**src/rtl/terc_pkg.sv**
```systemverilog
// Shared types and constants for the time-of-flight event ROI counter.
// Used by terc_sat_counter and tof_event_roi_counter_core; no dependencies.
package terc_pkg;

   // Field widths of the stream payloads and configuration registers
   localparam int SWEEP_WIDTH   = 32;
   localparam int CHANNEL_WIDTH = 3;
   localparam int TOF_WIDTH     = 32;
   localparam int BIN_WIDTH     = 17;
   localparam int TOTAL_WIDTH   = 32;
   localparam int REGEN_WIDTH   = 2;
   localparam int CSR_ADDR_WIDTH = 3;
   localparam int CSR_DATA_WIDTH = 32;
   localparam int REGION_MAX    = 3;
   localparam int NUM_TOTALS    = 2 + REGION_MAX;

   localparam int REQ_FIELDS_WIDTH = SWEEP_WIDTH + CHANNEL_WIDTH + TOF_WIDTH;
   localparam int REQ_DATA_WIDTH   = ((REQ_FIELDS_WIDTH + 7) / 8) * 8;
   localparam int RSP_DATA_WIDTH   = NUM_TOTALS * TOTAL_WIDTH;

   // Channel codes
   localparam logic [CHANNEL_WIDTH-1:0] CH_START = 3'd6;
   localparam logic [CHANNEL_WIDTH-1:0] CH_STOP  = 3'd1;

   localparam logic [TOF_WIDTH-1:0] TOF_LIMIT_RESET = 32'd1000000;

   // Item kind carried on req_tuser
   typedef enum logic {
      CMD_EVENT = 1'b0,
      CMD_EOF   = 1'b1
   } terc_cmd_type;

   // Configuration register indexes
   typedef enum logic [CSR_ADDR_WIDTH-1:0] {
      REG_ROI0_LOW        = 3'd0,
      REG_ROI0_HIGH       = 3'd1,
      REG_ROI1_LOW        = 3'd2,
      REG_ROI1_HIGH       = 3'd3,
      REG_ROI2_LOW        = 3'd4,
      REG_ROI2_HIGH       = 3'd5,
      REG_TOF_LIMIT       = 3'd6,
      REG_REGIONS_ENABLED = 3'd7
   } terc_csr_reg_type;

   localparam terc_csr_reg_type ROI_LOW_INDEX [REGION_MAX] =
      '{REG_ROI0_LOW, REG_ROI1_LOW, REG_ROI2_LOW};
   localparam terc_csr_reg_type ROI_HIGH_INDEX [REGION_MAX] =
      '{REG_ROI0_HIGH, REG_ROI1_HIGH, REG_ROI2_HIGH};

   // Control of one saturating event counter
   typedef struct packed {
      logic inc;
      logic clear;
   } terc_cnt_ctl_type;

endpackage

```
**src/rtl/terc_sat_counter.sv**
```systemverilog
// Saturating event counter with synchronous clear.
// Depends on terc_pkg for the counter control struct.
module terc_sat_counter
   import terc_pkg::*;
#(
   parameter int COUNT_WIDTH = 32
) (
   input  logic                   clock,
   input  logic                   reset,
   input  terc_cnt_ctl_type       ctl,
   output logic [COUNT_WIDTH-1:0] count
);

   logic [COUNT_WIDTH-1:0] count_ff;
   logic [COUNT_WIDTH-1:0] count_in;

   // Clear wins; hold at all ones once reached
   always_comb begin
      count_in = count_ff;
      if (ctl.clear) begin
         count_in = '0;
      end else if (ctl.inc && (count_ff != {COUNT_WIDTH{1'b1}})) begin
         count_in = count_ff + COUNT_WIDTH'(1);
      end
   end

   always_ff @(posedge clock) begin
      if (reset) begin
         count_ff <= '0;
      end else begin
         count_ff <= count_in;
      end
   end

   assign count = count_ff;

endmodule

```
**src/rtl/tof_event_roi_counter_core.sv**
```systemverilog
// Top level of the time-of-flight event ROI counter: input stage, start/stop
// classification, region window match, counters and result register.
// Depends on terc_pkg and terc_sat_counter.
//
//  channel | direction | handshake            | payload
//  --------+-----------+----------------------+--------------------------------------
//  req     | in        | req_tvalid/req_tready| tuser: command; tdata: sweep,channel,tof
//  rsp     | out       | rsp_tvalid/rsp_tready| tdata: start,stop,region0..2 totals
//  csr     | in        | csr_valid/csr_ready  | csr_addr register index, csr_wdata
//
// One item per clock while the input does not stall. An item is registered
// on acceptance and an event is processed in the next cycle; an end-of-file
// item loads the result register and sets rsp_tvalid when it leaves the
// input stage. Event items never wait; an end-of-file item waits in the
// input stage while an earlier result is still unread, and the input then
// stalls behind it. Reset is synchronous; item payload and result data are not reset.
module tof_event_roi_counter_core
   import terc_pkg::*;
#(
   parameter int REGION_SLOTS    = 3,
   parameter int COUNT_WIDTH     = 32,
   parameter int BIN_SCALE_SHIFT = 3
) (
   input  logic                      clock,
   input  logic                      reset,
   // input transactions
   input  logic                      req_tvalid,
   output logic                      req_tready,
   input  logic [REQ_DATA_WIDTH-1:0] req_tdata,  // sweep[31:0], channel[34:32], tof[66:35]
   input  logic                      req_tuser,  // command
   // result transactions
   output logic                      rsp_tvalid,
   input  logic                      rsp_tready,
   output logic [RSP_DATA_WIDTH-1:0] rsp_tdata,  // start, stop, region0, region1, region2
   // configuration writes
   input  logic                      csr_valid,
   output logic                      csr_ready,
   input  logic [CSR_ADDR_WIDTH-1:0] csr_addr,
   input  logic [CSR_DATA_WIDTH-1:0] csr_wdata
);

   localparam int WIN_WIDTH = BIN_WIDTH + BIN_SCALE_SHIFT;

   // ---------------- configuration registers ----------------
   logic [BIN_WIDTH-1:0]   roi_low_ff [REGION_SLOTS];
   logic [BIN_WIDTH-1:0]   roi_high_ff [REGION_SLOTS];
   logic [TOF_WIDTH-1:0]   tof_limit_ff;
   logic [REGEN_WIDTH-1:0] regions_en_ff;
   logic                   csr_fire;

   assign csr_ready = 1'b1;
   assign csr_fire  = csr_valid && csr_ready;

   // Write the scalar registers; region bounds are decoded per slot below
   always_ff @(posedge clock) begin
      if (reset) begin
         tof_limit_ff  <= TOF_LIMIT_RESET;
         regions_en_ff <= '0;
      end else if (csr_fire) begin
         case (terc_csr_reg_type'(csr_addr))
            REG_TOF_LIMIT:       tof_limit_ff  <= csr_wdata[TOF_WIDTH-1:0];
            REG_REGIONS_ENABLED: regions_en_ff <= csr_wdata[REGEN_WIDTH-1:0];
            default: ;
         endcase
      end
   end

   for (genvar r = 0; r < REGION_SLOTS; r++) begin : g_roi_cfg
      always_ff @(posedge clock) begin
         if (reset) begin
            roi_low_ff[r]  <= '0;
            roi_high_ff[r] <= '0;
         end else if (csr_fire) begin
            if (csr_addr == ROI_LOW_INDEX[r]) begin
               roi_low_ff[r] <= csr_wdata[BIN_WIDTH-1:0];
            end
            if (csr_addr == ROI_HIGH_INDEX[r]) begin
               roi_high_ff[r] <= csr_wdata[BIN_WIDTH-1:0];
            end
         end
      end
   end

   // ---------------- input stage ----------------
   logic                     item_valid_ff;
   terc_cmd_type             item_cmd_ff;
   logic [SWEEP_WIDTH-1:0]   item_sweep_ff;
   logic [CHANNEL_WIDTH-1:0] item_channel_ff;
   logic [TOF_WIDTH-1:0]     item_tof_ff;
   logic                     req_fire;
   logic                     advance;
   logic                     rsp_valid_ff;
   logic                     eof_fire;

   // An end-of-file item needs a free result register; events always go
   assign advance = item_valid_ff &&
                    ((item_cmd_ff == CMD_EVENT) || !rsp_valid_ff || rsp_tready);
   assign eof_fire   = advance && (item_cmd_ff == CMD_EOF);
   assign req_tready = !item_valid_ff || advance;
   assign req_fire   = req_tvalid && req_tready;

   always_ff @(posedge clock) begin
      if (reset) begin
         item_valid_ff <= 1'b0;
      end else if (req_tready) begin
         item_valid_ff <= req_tvalid;
      end
   end

   always_ff @(posedge clock) begin
      if (req_fire) begin
         item_cmd_ff     <= terc_cmd_type'(req_tuser);
         item_sweep_ff   <= req_tdata[SWEEP_WIDTH-1:0];
         item_channel_ff <= req_tdata[SWEEP_WIDTH +: CHANNEL_WIDTH];
         item_tof_ff     <= req_tdata[SWEEP_WIDTH+CHANNEL_WIDTH +: TOF_WIDTH];
      end
   end

   // ---------------- classification ----------------
   logic [SWEEP_WIDTH-1:0] prev_sweep_ff;
   logic                   first_of_file_ff;
   logic                   event_fire;
   logic                   is_start;
   logic                   is_stop;

   assign event_fire = advance && (item_cmd_ff == CMD_EVENT);
   assign is_start   = (item_channel_ff == CH_START) &&
                       (first_of_file_ff || (item_sweep_ff != prev_sweep_ff));
   assign is_stop    = (item_channel_ff == CH_STOP) && (item_tof_ff < tof_limit_ff);

   // Track the previous sweep; re-arm the first-event flag on end of file
   always_ff @(posedge clock) begin
      if (reset) begin
         prev_sweep_ff    <= '0;
         first_of_file_ff <= 1'b1;
      end else if (eof_fire) begin
         first_of_file_ff <= 1'b1;
      end else if (event_fire) begin
         prev_sweep_ff    <= item_sweep_ff;
         first_of_file_ff <= 1'b0;
      end
   end

   // ---------------- counters ----------------
   terc_cnt_ctl_type       start_ctl;
   terc_cnt_ctl_type       stop_ctl;
   logic [COUNT_WIDTH-1:0] start_count;
   logic [COUNT_WIDTH-1:0] stop_count;
   logic [COUNT_WIDTH-1:0] region_count [REGION_SLOTS];
   logic [TOTAL_WIDTH-1:0] totals [NUM_TOTALS];

   assign start_ctl.inc   = event_fire && is_start;
   assign start_ctl.clear = eof_fire;
   assign stop_ctl.inc    = event_fire && !is_start && is_stop;
   assign stop_ctl.clear  = eof_fire;

   terc_sat_counter #(.COUNT_WIDTH(COUNT_WIDTH)) u_start_cnt (
      .clock (clock),
      .reset (reset),
      .ctl   (start_ctl),
      .count (start_count)
   );

   terc_sat_counter #(.COUNT_WIDTH(COUNT_WIDTH)) u_stop_cnt (
      .clock (clock),
      .reset (reset),
      .ctl   (stop_ctl),
      .count (stop_count)
   );

   // Region windows: scaled bounds, inclusive on both ends
   for (genvar r = 0; r < REGION_SLOTS; r++) begin : g_region
      logic [WIN_WIDTH-1:0] win_low;
      logic [WIN_WIDTH-1:0] win_high;
      logic                 in_window;
      logic                 enabled;
      terc_cnt_ctl_type     ctl;

      assign win_low   = WIN_WIDTH'(roi_low_ff[r]) << BIN_SCALE_SHIFT;
      assign win_high  = WIN_WIDTH'(roi_high_ff[r]) << BIN_SCALE_SHIFT;
      assign in_window = (TOF_WIDTH'(win_low) <= item_tof_ff) &&
                         (item_tof_ff <= TOF_WIDTH'(win_high));
      assign enabled   = REGEN_WIDTH'(r) < regions_en_ff;
      assign ctl.inc   = stop_ctl.inc && enabled && in_window;
      assign ctl.clear = eof_fire;

      terc_sat_counter #(.COUNT_WIDTH(COUNT_WIDTH)) u_region_cnt (
         .clock (clock),
         .reset (reset),
         .ctl   (ctl),
         .count (region_count[r])
      );
   end

   // ---------------- totals, clamped to the output width ----------------
   logic [COUNT_WIDTH-1:0] count_src [NUM_TOTALS];

   assign count_src[0] = start_count;
   assign count_src[1] = stop_count;
   for (genvar r = 0; r < REGION_MAX; r++) begin : g_src
      if (r < REGION_SLOTS) begin : g_used
         assign count_src[2+r] = region_count[r];
      end else begin : g_unused
         assign count_src[2+r] = '0;
      end
   end

   for (genvar t = 0; t < NUM_TOTALS; t++) begin : g_total
      if (COUNT_WIDTH > TOTAL_WIDTH) begin : g_clamp
         assign totals[t] = (|count_src[t][COUNT_WIDTH-1:TOTAL_WIDTH]) ?
                            {TOTAL_WIDTH{1'b1}} : count_src[t][TOTAL_WIDTH-1:0];
      end else begin : g_extend
         assign totals[t] = TOTAL_WIDTH'(count_src[t]);
      end
   end

   // ---------------- result register ----------------
   logic [RSP_DATA_WIDTH-1:0] rsp_data_ff;
   logic [RSP_DATA_WIDTH-1:0] rsp_data_in;

   always_comb begin
      for (int t = 0; t < NUM_TOTALS; t++) begin
         rsp_data_in[t*TOTAL_WIDTH +: TOTAL_WIDTH] = totals[t];
      end
   end

   always_ff @(posedge clock) begin
      if (reset) begin
         rsp_valid_ff <= 1'b0;
      end else if (eof_fire) begin
         rsp_valid_ff <= 1'b1;
      end else if (rsp_tready) begin
         rsp_valid_ff <= 1'b0;
      end
   end

   always_ff @(posedge clock) begin
      if (eof_fire) begin
         rsp_data_ff <= rsp_data_in;
      end
   end

   assign rsp_tvalid = rsp_valid_ff;
   assign rsp_tdata  = rsp_data_ff;

   // ---------------- assertions ----------------
   // A result appears only after an end-of-file item left the input stage
   a_rsp_from_eof: assert property (@(posedge clock) disable iff (reset)
      $rose(rsp_valid_ff) |-> $past(eof_fire))
      else $error("result raised without an end-of-file item");

   // End of file clears the counts and re-arms the first-event flag
   a_eof_clears: assert property (@(posedge clock) disable iff (reset)
      eof_fire |=> (first_of_file_ff && (start_count == '0) && (stop_count == '0)))
      else $error("counts not cleared after end of file");

   // Every region hit is also a stop, so region 0 never passes the stop count
   a_region_le_stop: assert property (@(posedge clock) disable iff (reset)
      region_count[0] <= stop_count)
      else $error("region 0 count exceeds stop count");

   // An end-of-file item never overwrites an unread result
   a_no_overwrite: assert property (@(posedge clock) disable iff (reset)
      (eof_fire && rsp_valid_ff) |-> rsp_tready)
      else $error("result register overwritten while stalled");

endmodule

```
**config.mk**
```make
export PLATFORM = sky130hd
export DESIGN_NAME = tof_event_roi_counter_core
export DESIGN_NICKNAME = d
export VERILOG_FILES = /design/src/rtl/terc_pkg.sv /design/src/rtl/terc_sat_counter.sv /design/src/rtl/tof_event_roi_counter_core.sv
export SDC_FILE = /design/constraint.sdc
export NUM_CORES = 1
export LEC_CHECK = 0
export BUFFER_PORTS_ARGS = -buffer_cell sky130_fd_sc_hd__buf_2
export CAP_MARGIN = 20
export CORE_MARGIN = 2
export CORE_UTILIZATION = 35
export DETAILED_ROUTE_END_ITERATION = 8
export PLACE_DENSITY_LB_ADDON = 0.12
export SKIP_LAST_GASP = 1
export SYNTH_ARGS = -nofsm -noshare
export SYNTH_HDL_FRONTEND = slang
export SYNTH_SLANG_ARGS = --single-unit
```
**constraint.sdc**
```tcl
create_clock -name clock -period 13.5 [get_ports clock]
set_clock_uncertainty 0.05 [all_clocks]
set_input_delay 0 -clock clock [delete_from_list [all_inputs] [get_ports clock]]
set_output_delay 0 -clock clock [all_outputs]
set_load 0.005 [all_outputs]
```
# Word level (Yosys, flattened, before mapping)
# Memory sizes are Yosys's and may differ from the RTL's.
# Index checks and enable logic that the tools add are counted.
classes:
  n_div: 0
  mul: 0
  n_bitwise: 8
  mux: 34
  shifts: 0
  n_addsub: 5
  magnitude_cmp: 10
  reduce_logical: 36
  eq_ne: 15
op_table:
  columns: ["op", "count"]
  rows:
  - ["$add A32 B1 Y32 const B", 5]
  - ["$ne A32 B32 Y1 const B", 5]
  - ["$mux W17", 6]
  - ["$le A20 B32 Y1", 3]
  - ["$le A32 B20 Y1", 3]
  - ["$lt A32 B32 Y1", 1]
  - ["$ne A32 B32 Y1", 1]
  - ["$mux W1", 28]
  - ["$logic_and A1 B1 Y1", 23]
  - ["$eq A3 B3 Y1 const B", 5]
  - ["$eq A3 B1 Y1 const B", 2]
  - ["$eq A3 B2 Y1 const B", 2]
  - ["$or A1 B1 Y1", 6]
  - ["$reduce_and A2 Y1", 3]
  - ["$logic_or A1 B1 Y1", 4]
  - ["$lt A1 B2 Y1 const A", 2]
  - ["$logic_not A1 Y1", 3]
  - ["$logic_not A3 Y1", 1]
  - ["$lt A2 B2 Y1 const A", 1]
  - ["$not A1 Y1", 2]
  - ["$reduce_bool A2 Y1", 1]
  - ["$reduce_or A2 Y1", 1]
totals:
  reg_bits: 457
  ram_bits: 102
  latch_bits: 0
  inputBits: 113
  output_inout_bits: 163
  rom_bits: 0
  word_cells: 126
  n_memories: 2
memory_table:
  columns: ["name", "depth", "width", "rd", "rd_ports_with_merged_regs", "write_ports", "line", "text"]
  rows:
  - ["roi_high_ff", 3, 17, 3, 0, 3, "tof_event_roi_counter_core.sv:46", "logic [BIN_WIDTH-1:0] roi_high_ff [REGION_SLOTS];"]
  - ["roi_low_ff", 3, 17, 3, 0, 3, "tof_event_roi_counter_core.sv:45", "logic [BIN_WIDTH-1:0] roi_low_ff [REGION_SLOTS];"]

# Longest topological paths before layout
logic_depth:
  depth_word: 10
  mapped_depth: 12
  depth_no_buf: 10

# By module
# A second synthesis with hierarchy kept.
unflattened:
  hier_cells: 2247
  hier_area_um2: 24836.3
modules_own_cells:
  columns: ["mod", "cells_each", "n_inst", "area_each_um2", "seq_area_each_um2"]
  rows:
  - ["tof_event_roi_counter_core", 1257, 1, 16734.8, 11290.8]
  - ["terc_sat_counter", 198, 5, 1620.3, 640.6]

# Worst setup path after synthesis
# OpenSTA, ideal clock, no wires.
synth_timing:
  kind: "register -> register"
  startpoint: "register rsp_valid_ff, in the netlist rsp_tvalid"
  endpoint: "register g_region[0].u_region_cnt.count_ff[28]"
  stages_incl_launch_ff: 6
  slack_ns: 7.733
  synth_period_minus_slack_ns: 5.767
  arrival_time_ns: 5.588
  required_ns: 13.321
  setup_ns: 0.129
  path_cell_list: "dfxtp_1 > nor2b_1 > nor2_1 > clkbuf_1 > or3_1 > mux2i_1"
synth_lines:
  columns: ["element", "line", "text"]
  rows:
  - ["start: declaration", "tof_event_roi_counter_core.sv:92", "logic rsp_valid_ff;"]
  - ["start signal: assignment", "tof_event_roi_counter_core.sv:229", "rsp_valid_ff <= 1'b0;"]
  - ["start signal: assignment", "tof_event_roi_counter_core.sv:231", "rsp_valid_ff <= 1'b1;"]
  - ["start signal: assignment", "tof_event_roi_counter_core.sv:233", "rsp_valid_ff <= 1'b0;"]
  - ["$logic_not A1 Y1", "tof_event_roi_counter_core.sv:97", "((item_cmd_ff == CMD_EVENT) || !rsp_valid_ff || rsp_tready);"]
  - ["$logic_or A1 B1 Y1 (2 in a row)", "tof_event_roi_counter_core.sv:97", null]
  - ["$logic_and A1 B1 Y1", "tof_event_roi_counter_core.sv:96", "assign advance = item_valid_ff &&"]
  - ["$logic_and A1 B1 Y1", "tof_event_roi_counter_core.sv:98", "assign eof_fire = advance && (item_cmd_ff == CMD_EOF);"]
  - ["named net eof_fire", "tof_event_roi_counter_core.sv:93", "logic eof_fire;"]
  - ["$reduce_or A2 Y1 (no line)", null, null]
  - ["end signal: assignment", "terc_sat_counter.sv:31", "count_ff <= count_in;"]
  - ["end: declaration", "terc_sat_counter.sv:14", "logic [COUNT_WIDTH-1:0] count_ff;"]
# The timed path passes the listed nets, and every way through them passes these cells.
# A chain may end at the register's enable or synchronous reset.

# Final worst setup path
layout_timing:
  startpoint: "register item_tof_ff[19]"
  endpoint: "register g_region[0].u_region_cnt.count_ff[13]"
layout_between:
  elab_chain_cells: 6
layout_rtl:
  columns: ["element", "line", "text"]
  rows:
  - ["start: declaration", "tof_event_roi_counter_core.sv:89", "logic [TOF_WIDTH-1:0] item_tof_ff;"]
  - ["start signal: assignment", "tof_event_roi_counter_core.sv:115", "item_tof_ff <= req_tdata[SWEEP_WIDTH+CHANNEL_WIDTH +: TOF_WIDTH];"]
  - ["$lt A32 B32 Y1", "tof_event_roi_counter_core.sv:129", "assign is_stop = (item_channel_ff == CH_STOP) && (item_tof_ff < tof_limit_ff);"]
  - ["$logic_and A1 B1 Y1", "tof_event_roi_counter_core.sv:129", null]
  - ["$logic_and A1 B1 Y1", "tof_event_roi_counter_core.sv:154", "assign stop_ctl.inc = event_fire && !is_start && is_stop;"]
  - ["$logic_and A1 B1 Y1", "tof_event_roi_counter_core.sv:184", "assign ctl.inc = stop_ctl.inc && enabled && in_window;"]
  - ["$logic_and A1 B1 Y1 *", "tof_event_roi_counter_core.sv:184", null]
  - ["$logic_and A1 B1 Y1 *", "terc_sat_counter.sv:22", "end else if (ctl.inc && (count_ff != {COUNT_WIDTH{1'b1}})) begin"]
# Mark *: on every way between the ends. The rest lies on a longest branch, timed or not.

==> metrics.yaml <==
slew_headroom_pct: 29.0
netlist.area_leader.share_pct: 40.1
cts_tree: "yes"
std_cell_rows: 97
die_w_um: 270
cts_sinks: 559
yosys.area.top_type: "edfxtp_1"
fin_crit_ps: 4460
tns_ps: 0
min_path_type: "input port to flop"
wirelength_um: 65900
synth_top_cells_by_count: "330 x edfxtp_1, 251 x nand2_1, 229 x dfxtp_1, 191 x a21oi_1, 138 x ha_1"
ys_ff_latch: 559
cts.repair.resized: 0
placement.cell_area_um2: 27100
p_total_uw: 3920
hold_viol: 0
vias_per_cell: 5.02
async_flop_share_pct: 0
syn_to_final_growth_pct: 24.1
final_nets: 2889
clkLatencyLatePin_ps: 600
root_buffer: "clkbuf_16"
worstPathMaxFanout: 25
initial_core_util_pct: 35.3
drt_iter0_drc: 1266
ant_nets: 0
hold_path_depth: 2
hold_path_startpoint: "req_tdata[4]"
yosysUniqueCellTypes: 64
critical_path.top_delay_family: "compound AO/OA/AOI/OAI gates"
finalInstanceArea_um2: 30600
rsz0062_at_grt: "false"
finalSetupViolations: 0
dpl.hpwl_um: 44300
synth.most_common_cell: "edfxtp_1"
cp_slowest_stage_delay_ps: 800
synth-seq-area-share_pct: 58.7
portBuffers: 269
drive_gt1_share_pct: 15.3
clockBufferDepth: 3
reg2reg_setup_slack_ps: 9040
whs_endpoint: "item_sweep_ff[4]"
io_pins: 276
die_area_um2: 72700
netlist_instances: 2230
grt_max_degree: 181
antenna_found_initial: 0
worst_pin_slew_ps: 1060
route.detailed.drc: 0
syn_area_um2: 24700
core_area_um2: 69900
startpoint_type: "flop"
grt_overflow_total: 0
syn_nets: 2481
path_buf_inv: 0
synthTopCellsByArea: "edfxtp_1 40%, dfxtp_1 19%, ha_1 7.0%"
rr_endpoint: "g_region[0].u_region_cnt.count[13]"
grt_usage_pct: 17.8
drt_first_pass_iters: 5
rr_worst_depth: 9
cp_data_required_time_ps: 13970
fin_crit_sh_pct: 33.0
status: "finished, final reports clean"
power_density_nw_per_um2: 128
p_leak_uw: 0.0119
cap_viol_max_count: 0
yosysWarnings: 0
reg2reg_from: "item_tof_ff[19]"
numCtsBuffers: 66
criticalPathCategory: "flop to flop"
htree_num_levels: 3
synth.avg_cell_area_um2: 11.1
crit_arrival_ps: 4930
synth_edf_count: 330
grt_pass1_wl_um: 103000
grt_pass1_vias: 18100
slowest_stage: "nand4_1"
routabilityCongestion: 0.802
vias: 18300
drv_slew: 0
wl_per_cell_um: 18.1
synthFlopType: "edfxtp_1"
endpoint_kind: "flop"
die_h_um: 270
max_freq_ghz: 0.224
path_cells: "ha_1 > a21o_1 > a31oi_1 > o211ai_1 > o21ai_0 > o41a_1 > nand4_1 > or4_1 > a21oi_1"
clk_pin_slew_ps: 60
peakVddDrop_uv: 83.5
-- layout make-up --
| type | count | area (µm²) |
|---|---|---|
| fillers | 6542 | 39300 |
| flip-flops and latches | 559 | 14500 |
| multi-input cells | 1450 | 9380 |
| repair buffers | 424 | 2860 |
| clock buffers | 91 | 1840 |
| well taps | 940 | 1180 |
| inverters | 137 | 514 |
| clock inverters | 30 | 373 |
| diodes | 2 | 5.00 |
-- placed cells by master, fill, tap and decap left out, types with 64 or more instances in the layout --
cell / n
nor2_1: 69
ha_1: 138
a21oi_1: 191
inv_1: 137
dlygate4sd3_1: 130
clkbuf_16: 67
or3_1: 70
edfxtp_1: 330
buf_2: 268
nand2_1: 251
nand3_1: 77
and2_1: 109
dfxtp_1: 229
nand4_1: 64
-- what timing repair did --
| action | 4_1_cts | 5_1_grt |
|---|---|---|
| hold endpoints to repair | 210 | 0 |
| buffers inserted | 0 | 0 |
| hold buffers | 130 | 0 |
-- flip-flops by register name, summed over array words and instances (netlist names), 2 cells and up --
signal / flops
g_region.u_region_cnt.count: 96
item_channel_ff: 3
item_sweep_ff: 32
item_tof_ff: 32
prev_sweep_ff: 32
regions_en_ff: 2
roi_high_ff: 51
roi_low_ff: 51
rsp_tdata: 160
tof_limit_ff: 32
u_start_cnt.count: 32
u_stop_cnt.count: 32
-- report_power, final --
part           leakage, µW  total [µW]  internal, µW  switching (µW)
clock network      0.00108        1810          1090             718
registers          0.00523        1870          1850            25.2
logic              0.00558         238          98.6             139
-- worst max path at each step --
stage / start / to / slack (ps) / cells past startpoint
final: item_tof_ff[19] / g_region[0].u_region_cnt.count[13] / 9040 / 9
after global routing: item_tof_ff[19] / g_region[0].u_region_cnt.count[28] / 8680 / 9
after CTS: item_tof_ff[19] / g_region[0].u_region_cnt.count[11] / 8940 / 9
after detailed placement: item_tof_ff[19] / g_region[0].u_region_cnt.count[13] / 8940 / 9
after global placement: item_tof_ff[19] / g_region[0].u_region_cnt.count[11] / 9050 / 9
after floorplan: rsp_tvalid / g_region[0].u_region_cnt.count[28] / 7730 / 5
-- layer usage --
layer	part of all wire [%]	global-route usage, %	up-vias
li1	-	-	8971
met1	46	23.7	8835
met2	48	30.2	365
met3	3.8	2.64	82
met4	1.7	4.68	0
met5	0	0	-
-- worst register-to-register path, stage by stage (launching register included) --
cell	delay, ps
edfxtp_1	510
ha_1	400
a21o_1	180
a31oi_1	390
o211ai_1	310
o21ai_0	520
o41a_1	280
nand4_1	800
or4_1	800
a21oi_1	150
-- logic make-up (layout without fill, tap and decap cells) --
family	Yosys count	in the layout	synth area share [%]
compound gates	374	374	9.07
xor+xnor	64	64	2.27
fa+ha+maj	138	138	7.00
buf+inv	221	682	3.50
flops	559	559	58.7
mux	30	30	1.22
other cells	1	3	0.0152
simple gates	843	843	18.2
-- per-stage QoR --
stage | instances | util (%) | worst slack [ps] | hold slack (ps)
2_1_floorplan | 2230 | - | 7730 | 48.9
3_3_place_gp | 3377 | 38.8 | 9050 | 126
3_5_place_dp | 3378 | 38.8 | 8940 | 128
4_1_cts | 3629 | 43.8 | 8940 | 28.4
5_1_grt | 3631 | 43.8 | 8680 | 47.5
6_report | 3633 | 43.8 | 9040 | 66.4
Note: power is estimated with default switching activity, not from simulation.
